## src/rtl/fwpq_pkg.sv

```systemverilog
// package for the weight prune / quantize stream
// types and constants shared by the front, back and top level; no dependencies
package fwpq_pkg;

   localparam logic [1:0] MODE_PRUNE    = 2'd0;
   localparam logic [1:0] MODE_QUANTIZE = 2'd1;
   localparam logic [1:0] MODE_PASS     = 2'd2;

   localparam logic       CSR_MODE      = 1'b0;
   localparam logic       CSR_THRESHOLD = 1'b1;

   localparam logic [31:0] SIGN_MASK = 32'h8000_0000;
   localparam logic [31:0] MAG_MASK  = 32'h7FFF_FFFF;
   localparam logic [31:0] EXP_ALL   = 32'h7F80_0000;
   localparam logic [31:0] SAT_MAX   = 32'hFFFF_FFFF;

   typedef struct packed {
      logic [31:0] weight_bits;
      logic        last;
   } req_type;

   typedef struct packed {
      logic [31:0] value_bits;
      logic        value_valid;
      logic        end_of_stream;
      logic [31:0] total_read;
      logic [31:0] total_written;
   } rsp_type;

   // classified item handed from front to back
   typedef struct packed {
      logic [31:0] weight_bits;
      logic        keep;
      logic        quant;
      logic        last;
   } work_type;

endpackage

```

## src/rtl/fwpq_front.sv

```systemverilog
// front part: accepts weights, decides keep / quantize per mode
// depends on fwpq_pkg
module fwpq_front (
   input  logic               clock,
   input  logic               reset,
   input  logic               push,
   output logic               full,
   input  fwpq_pkg::req_type  req_data,
   input  logic [1:0]         mode,
   input  logic [31:0]        threshold,
   output logic               work_valid,
   input  logic               work_ready,
   output fwpq_pkg::work_type work_data
);
   logic               valid_ff, valid_in;
   fwpq_pkg::work_type data_ff, data_in;
   logic               take;
   logic               w_nan, t_nan, at_least;

   assign full = valid_ff && !work_ready;
   assign take = push && !full;

   always_comb begin
      w_nan    = (req_data.weight_bits & fwpq_pkg::MAG_MASK) > fwpq_pkg::EXP_ALL;
      t_nan    = (threshold & fwpq_pkg::MAG_MASK) > fwpq_pkg::EXP_ALL;
      at_least = !w_nan && !t_nan &&
                 (threshold[31] || ((req_data.weight_bits & fwpq_pkg::MAG_MASK) >= threshold));
      data_in.weight_bits = req_data.weight_bits;
      data_in.last        = req_data.last;
      data_in.quant       = (mode == fwpq_pkg::MODE_QUANTIZE);
      data_in.keep        = (mode == fwpq_pkg::MODE_PRUNE) ? at_least : 1'b1;
      valid_in            = take || (valid_ff && !work_ready);
   end

   always_ff @(posedge clock) begin
      if (reset) begin
         valid_ff <= 1'b0;
      end else begin
         valid_ff <= valid_in;
      end
      if (take) begin
         data_ff <= data_in;
      end
   end

   assign work_valid = valid_ff;
   assign work_data  = data_ff;
endmodule

```

## src/rtl/fwpq_queue.sv

```systemverilog
// short queue between front and back
// depends on fwpq_pkg
module fwpq_queue #(
   parameter int DEPTH = 4
) (
   input  logic               clock,
   input  logic               reset,
   input  logic               in_valid,
   output logic               in_ready,
   input  fwpq_pkg::work_type in_data,
   output logic               out_valid,
   input  logic               out_ready,
   output fwpq_pkg::work_type out_data
);
   localparam int AW = (DEPTH > 1) ? $clog2(DEPTH) : 1;
   fwpq_pkg::work_type mem_ff [DEPTH];
   logic [AW-1:0] wr_ff, wr_in, rd_ff, rd_in;
   logic [AW:0]   cnt_ff, cnt_in;
   logic          wr, rd;

   assign in_ready  = cnt_ff != DEPTH[AW:0];
   assign out_valid = cnt_ff != '0;
   assign out_data  = mem_ff[rd_ff];
   assign wr = in_valid && in_ready;
   assign rd = out_valid && out_ready;

   always_comb begin
      wr_in  = wr ? ((wr_ff == AW'(DEPTH - 1)) ? '0 : wr_ff + 1'b1) : wr_ff;
      rd_in  = rd ? ((rd_ff == AW'(DEPTH - 1)) ? '0 : rd_ff + 1'b1) : rd_ff;
      cnt_in = cnt_ff + {{AW{1'b0}}, wr} - {{AW{1'b0}}, rd};
   end

   always_ff @(posedge clock) begin
      if (reset) begin
         wr_ff  <= '0;
         rd_ff  <= '0;
         cnt_ff <= '0;
      end else begin
         wr_ff  <= wr_in;
         rd_ff  <= rd_in;
         cnt_ff <= cnt_in;
      end
      if (wr) begin
         mem_ff[wr_ff] <= in_data;
      end
   end
endmodule

```

## src/rtl/fwpq_back.sv

```systemverilog
// back part: quantizes, counts, builds results into an output register
// depends on fwpq_pkg
module fwpq_back (
   input  logic               clock,
   input  logic               reset,
   input  logic               work_valid,
   output logic               work_ready,
   input  fwpq_pkg::work_type work_data,
   output logic               empty,
   input  logic               pop,
   output fwpq_pkg::rsp_type  rsp_data
);
   logic              out_ff, out_in;
   fwpq_pkg::rsp_type rsp_ff, rsp_in;
   logic [31:0]       rcnt_ff, rcnt_in, wcnt_ff, wcnt_in, rsat, wsat;
   logic [31:0]       qval;
   logic              take, emit;
   logic [7:0]        e;
   logic [4:0]        k;
   logic [24:0]       r;
   logic [4:0]        p;
   logic [23:0]       sig;
   logic [47:0]       sum;

   assign work_ready = !out_ff || pop;
   assign take       = work_valid && work_ready;
   assign emit       = work_data.keep || work_data.last;

   always_comb begin
      e   = work_data.weight_bits[30:23];
      sig = {1'b1, work_data.weight_bits[22:0]};
      k   = 5'(8'd146 - e);
      sum = {24'd0, sig} + (48'd1 << (k - 5'd1));
      r   = 25'(sum >> k);
      p   = 5'd0;
      for (int i = 1; i < 25; i++) begin
         if (r[i]) begin
            p = 5'(i);
         end
      end
      if (e == 8'hFF) begin
         qval = work_data.weight_bits;
      end else if (e >= 8'd251) begin
         qval = (work_data.weight_bits & fwpq_pkg::SIGN_MASK) | fwpq_pkg::EXP_ALL;
      end else if (e >= 8'd146) begin
         qval = work_data.weight_bits;
      end else if (e < 8'd122 || r == '0) begin
         qval = work_data.weight_bits & fwpq_pkg::SIGN_MASK;
      end else begin
         qval = {work_data.weight_bits[31], 8'(p + 8'd123), 23'((r << (5'd23 - p)))};
      end

      rsat = (rcnt_ff != fwpq_pkg::SAT_MAX) ? rcnt_ff + 32'd1 : rcnt_ff;
      wsat = (work_data.keep && wcnt_ff != fwpq_pkg::SAT_MAX) ? wcnt_ff + 32'd1 : wcnt_ff;
      rcnt_in = rcnt_ff;
      wcnt_in = wcnt_ff;
      if (take) begin
         rcnt_in = work_data.last ? '0 : rsat;
         wcnt_in = work_data.last ? '0 : wsat;
      end

      rsp_in.value_bits    = !work_data.keep ? '0 : (work_data.quant ? qval : work_data.weight_bits);
      rsp_in.value_valid   = work_data.keep;
      rsp_in.end_of_stream = work_data.last;
      rsp_in.total_read    = work_data.last ? rsat : '0;
      rsp_in.total_written = work_data.last ? wsat : '0;

      out_in = (take && emit) || (out_ff && !pop);
   end

   always_ff @(posedge clock) begin
      if (reset) begin
         out_ff  <= 1'b0;
         rcnt_ff <= '0;
         wcnt_ff <= '0;
      end else begin
         out_ff  <= out_in;
         rcnt_ff <= rcnt_in;
         wcnt_ff <= wcnt_in;
      end
      if (take && emit) begin
         rsp_ff <= rsp_in;
      end
   end

   assign empty    = !out_ff;
   assign rsp_data = rsp_ff;
endmodule

```

## src/rtl/float_weight_prune_quantize_stream.sv

```systemverilog
// top level of the weight prune / quantize stream
// depends on fwpq_pkg, fwpq_front, fwpq_queue, fwpq_back
//
//  channel  handshake        payload
//  req      push / full      req_data (weight_bits, last)
//  rsp      empty / pop      rsp_data (value, flags, totals)
//  csr      csr_we           csr_index, csr_wdata
//
// one weight per cycle sustained while pop keeps up; a weight passes the front register,
// the queue and the output register before empty goes low
// synchronous active-high reset clears control, counters and valid flags, not the data registers
// a stalled pop backs up through the queue and then raises full
module float_weight_prune_quantize_stream #(
   parameter int QUEUE_DEPTH = 4
) (
   input  logic              clock,
   input  logic              reset,
   input  logic              push,
   output logic              full,
   input  fwpq_pkg::req_type req_data,
   output logic              empty,
   input  logic              pop,
   output fwpq_pkg::rsp_type rsp_data,
   input  logic              csr_we,
   input  logic              csr_index,
   input  logic [31:0]       csr_wdata
);
   logic [1:0]  mode_ff;
   logic [31:0] thr_ff;
   logic               f_valid, f_ready, b_valid, b_ready;
   fwpq_pkg::work_type f_data, b_data;

   always_ff @(posedge clock) begin
      if (reset) begin
         mode_ff <= fwpq_pkg::MODE_PASS;
         thr_ff  <= '0;
      end else if (csr_we) begin
         unique case (csr_index)
            fwpq_pkg::CSR_MODE:      mode_ff <= csr_wdata[1:0];
            fwpq_pkg::CSR_THRESHOLD: thr_ff  <= csr_wdata;
            default: ;
         endcase
      end
   end

   fwpq_front u_front (
      .clock, .reset, .push, .full, .req_data,
      .mode(mode_ff), .threshold(thr_ff),
      .work_valid(f_valid), .work_ready(f_ready), .work_data(f_data)
   );

   fwpq_queue #(.DEPTH(QUEUE_DEPTH)) u_queue (
      .clock, .reset,
      .in_valid(f_valid), .in_ready(f_ready), .in_data(f_data),
      .out_valid(b_valid), .out_ready(b_ready), .out_data(b_data)
   );

   fwpq_back u_back (
      .clock, .reset,
      .work_valid(b_valid), .work_ready(b_ready), .work_data(b_data),
      .empty, .pop, .rsp_data
   );

   // non-final results carry no totals
   a_totals_zero: assert property (@(posedge clock) disable iff (reset)
      (!empty && !rsp_data.end_of_stream) |-> (rsp_data.total_read == '0 &&
                                               rsp_data.total_written == '0))
      else $error("totals on non-final transfer");

   // a shown result is either kept or closes the stream
   a_result_reason: assert property (@(posedge clock) disable iff (reset)
      !empty |-> (rsp_data.value_valid || rsp_data.end_of_stream))
      else $error("empty result transfer");

   // result holds while not popped
   a_hold: assert property (@(posedge clock) disable iff (reset)
      (!empty && !pop) |=> (!empty && $stable(rsp_data)))
      else $error("result changed under stall");
endmodule

```

## config.mk

```make
export PLATFORM = sky130hd
export DESIGN_NAME = float_weight_prune_quantize_stream
export DESIGN_NICKNAME = d
export VERILOG_FILES = /design/src/rtl/fwpq_pkg.sv /design/src/rtl/fwpq_front.sv /design/src/rtl/fwpq_queue.sv /design/src/rtl/fwpq_back.sv /design/src/rtl/float_weight_prune_quantize_stream.sv
export SDC_FILE = /design/constraint.sdc
export NUM_CORES = 1
export LEC_CHECK = 0
export ABC_AREA = 1
export BUFFER_PORTS_ARGS = -buffer_cell sky130_fd_sc_hd__buf_2
export CAP_MARGIN = 20
export CORE_MARGIN = 5
export CORE_UTILIZATION = 40
export CTS_BUF_LIST = sky130_fd_sc_hd__clkbuf_4 sky130_fd_sc_hd__clkbuf_8
export CTS_CLUSTER_DIAMETER = 100
export DETAILED_ROUTE_END_ITERATION = 6
export SYNTH_ARGS = -nofsm -noshare
export SYNTH_HDL_FRONTEND = slang
export SYNTH_HIERARCHICAL = 1
export SYNTH_SLANG_ARGS = --single-unit
```

## constraint.sdc

```tcl
create_clock -name clock -period 13 [get_ports clock]
set_input_delay 3.25 -clock clock [delete_from_list [all_inputs] [get_ports clock]]
set_output_delay 3.25 -clock clock [all_outputs]
set_load 0.03 [all_outputs]
```

==> impl_metrics.py <==
metrics = {
    "setup_path": {
        "start_kind": "flop",
        "crit_path_max_incr_delay_ns": 0.71,
        "crit_slowest_cell": "inv_1",
        "r2r_end": "u_back/rsp_data[83]",
        "reg2reg_setup_slack_ns": 2.78,
        "critPathMaxFanout": 71,
        "worstSetupEndpointType": "flop",
        "r2r.worst_path.cells": 55,
        "path_class": "flop to flop",
        "path_common_cell": "nand2_1",
        "critPathArrivalTime_ns": 10.66,
        "crit_end": "u_back/rsp_data[83]",
        "required_ns": 13.44,
    },
    "run": {
        "maxCapViolations": 0,
    },
    "global_route": {
        "grt_pass1_wl_mm": 102.9,
        "grt_use_total_pct": 21.15,
        "grt_pass1_vias": 19200,
        "grt.overflow.total": 0,
        "grt_max_degree": 103,
        "antenna_found_initial": 2,
    },
    "placement": {
        "dp_hpwl_mm": 48.02,
        "dpl.cell_count": 3603,
        "gp_congestion": 0.9678,
        "port_buffers": 170,
        "post_dp_cell_area_sq_um": 23660,
    },
    "die": {
        "dieWidth_microns": 246.2,
        "initial_core_util_pct": 40.43,
        "dieHeight_microns": 246.2,
        "num_rows": 86,
        "coreArea_sq_um": 55200,
        "dieArea_sq_um": 60620,
        "ioPinCount": 171,
    },
    "clock_network": {
        "insertion_delay_ns": 0.63,
        "clk_pin_slew_ns": 0.06,
        "clock-sinks": 382,
        "htreeDepth": 3,
        "cts_tree": "yes",
        "cts_made_buffers": 67,
        "cts-root-buf": "clkbuf_8",
        "clk_path_buf_depth": 3,
        "cts_setup_buffers": 0,
        "cts-resized-gates": 0,
        "cts_hold_buf": 0,
    },
    "finish": {
        "multi_input_area_sq_um": 10310,
        "drive_gt1_share_pct": 13.44,
        "finalInstanceArea_sq_um": 25130,
        "fill_cells": 5468,
        "stdcell_count": 3725,
        "regArea_sq_um": 10380,
        "area_growth_pct": 12.60,
        "nets": 3070,
    },
    "logic_synthesis": {
        "ys.flop_type": "edfxtp_1",
        "synth-warning-count": 6,
        "synth-seq-area-share_pct": 46.50,
        "yosys_register_bits": 382,
        "syn_nets": 2933,
        "synthCells": 2789,
        "synth-async-reset-ratio_pct": 0,
        "ys_types": 59,
        "synth-edff-count": 273,
        "syn_avg_cell_area_sq_um": 8.003,
        "syn_area_sq_um": 22320,
    },
    "min_path": {
        "hp-class": "flop to flop",
        "hold_depth": 2,
    },
    "sta": {
        "hold_violations": 0,
        "min_period_over_period_pct": 78.61,
        "slew_headroom_pct": 27.07,
        "finalMaxSlewViolations": 0,
        "rsz0062_at_grt": "false",
        "skew_ns": 0.03336,
        "tightest_slew_ns": 1.094,
        "setup_viol": 0,
        "min_period_ns": 10.22,
        "fmax_mhz": 97.86,
        "fin_tns_setup_ns": 0,
    },
    "routing": {
        "drt_wl_total_mm": 65.13,
        "wl_per_cell_microns": 17.48,
        "via_count": 19510,
        "antenna_left": 0,
        "remaining_drc_errors": 0,
        "firstDrtPassIters": 5,
        "drt_iter0_drc": 1671,
        "viasPerCell": 5.238,
    },
    "run_status": {
        "status": "completed",
    },
}
[routing by layer]
metal	GRT usage, %	routed length, microns
met1	29.04	29680
met2	34.12	29510
met4	7.384	2153
met5	0	0
met3	3.417	3788
[flip-flops by register name, summed over array words and instances (netlist names), named ones only]
signal,cells
u_queue/mem_ff,140
u_back/rsp_data,98
u_front/work_data,35
thr_ff,32
u_back/rcnt_ff,32
u_back/wcnt_ff,32
u_queue/cnt_ff,3
mode_ff,2
u_queue/rd_ff,2
u_queue/wr_ff,2
u_back/out_ff,1
u_front/work_valid,1
[worst min path at each step]
stage | from | end | slack (ns)
global placement | thr_ff[6] | thr_ff[6] | 0.45
finish | thr_ff[17] | thr_ff[17] | 0.46
detailed placement | thr_ff[17] | thr_ff[17] | 0.45
CTS | thr_ff[17] | thr_ff[17] | 0.46
floorplan | thr_ff[11] | thr_ff[11] | 0.44
global route | thr_ff[17] | thr_ff[17] | 0.48
[cells in the mapped netlist (48+ instances only)]
master / number / area (sq um)
nand2_1: 671 / 2519
nor2_1: 318 / 1194
nand3_1: 282 / 1411
edfxtp_1: 273 / 8198
inv_1: 250 / 938.4
a21oi_1: 168 / 840.8
dfxtp_1: 109 / 2182
o21ai_0: 105 / 525.5
ha_1: 71 / 888.4
xor2_1: 54 / 473.0
o21ai_1: 51 / 255.2
clkbuf_1: 48 / 180.2
[metrics by stage]
step,setup WS (ns),utilization (%),hold slack [ns]
after floorplan,3.957,-,0.4390
after global placement,2.997,42.74,0.4504
after detailed placement,3.027,42.86,0.4537
after CTS,3.011,45.45,0.4616
after global routing,1.898,45.53,0.4760
final,2.781,45.53,0.4598
[cells by family (layout without fill, tap and decap cells)]
group           Yosys count  in the layout  synth area share [%]
flops                   382            382                 46.50
fa+ha+maj                73             73                 4.159
xor+xnor                 73             73                 2.864
simple gates           1438           1438                 27.89
compound gates          433            433                 10.84
other cells               0              1                     0
buf+inv                 386            573                 7.568
mux                       4              4                0.1794
[layout by cell type (no fill, tap or decap), drive strengths merged, types with 5 or more instances in the layout]
cell,count
a21oi,173
a2bb2oi,13
a31oi,11
buf,191
bufinv,5
clkbuf,95
clkinv,20
dfxtp,109
edfxtp,273
ha,71
inv,261
nand2,688
nand3,291
nand4,32
nor2,327
nor3,33
nor4,19
o211ai,19
o21a,5
o21ai,158
o21bai,5
o22ai,35
or2,35
xnor2,19
xor2,54
[area by class of cell]
cell class	instances	share of cell area, %
multi-input cells	2021	41.03
clock inverters	24	1.100
repair buffers	191	4.311
diodes	1	0.009957
flip-flops and latches	382	41.31
inverters	263	3.938
well taps	748	3.724
clock buffers	95	4.580
[critical path, delay by kind of cell, from the launching register on]
family / cells / cell delay, ns
simple gates: 36 / 5.05
compound gates: 8 / 1.29
fa+ha+maj: 3 / 0.94
flops: 1 / 0.31
buf+inv: 8 / 2.37
Power is not shown: default switching activity piles up to over one toggle a cycle in this logic, so the estimate is an artifact.
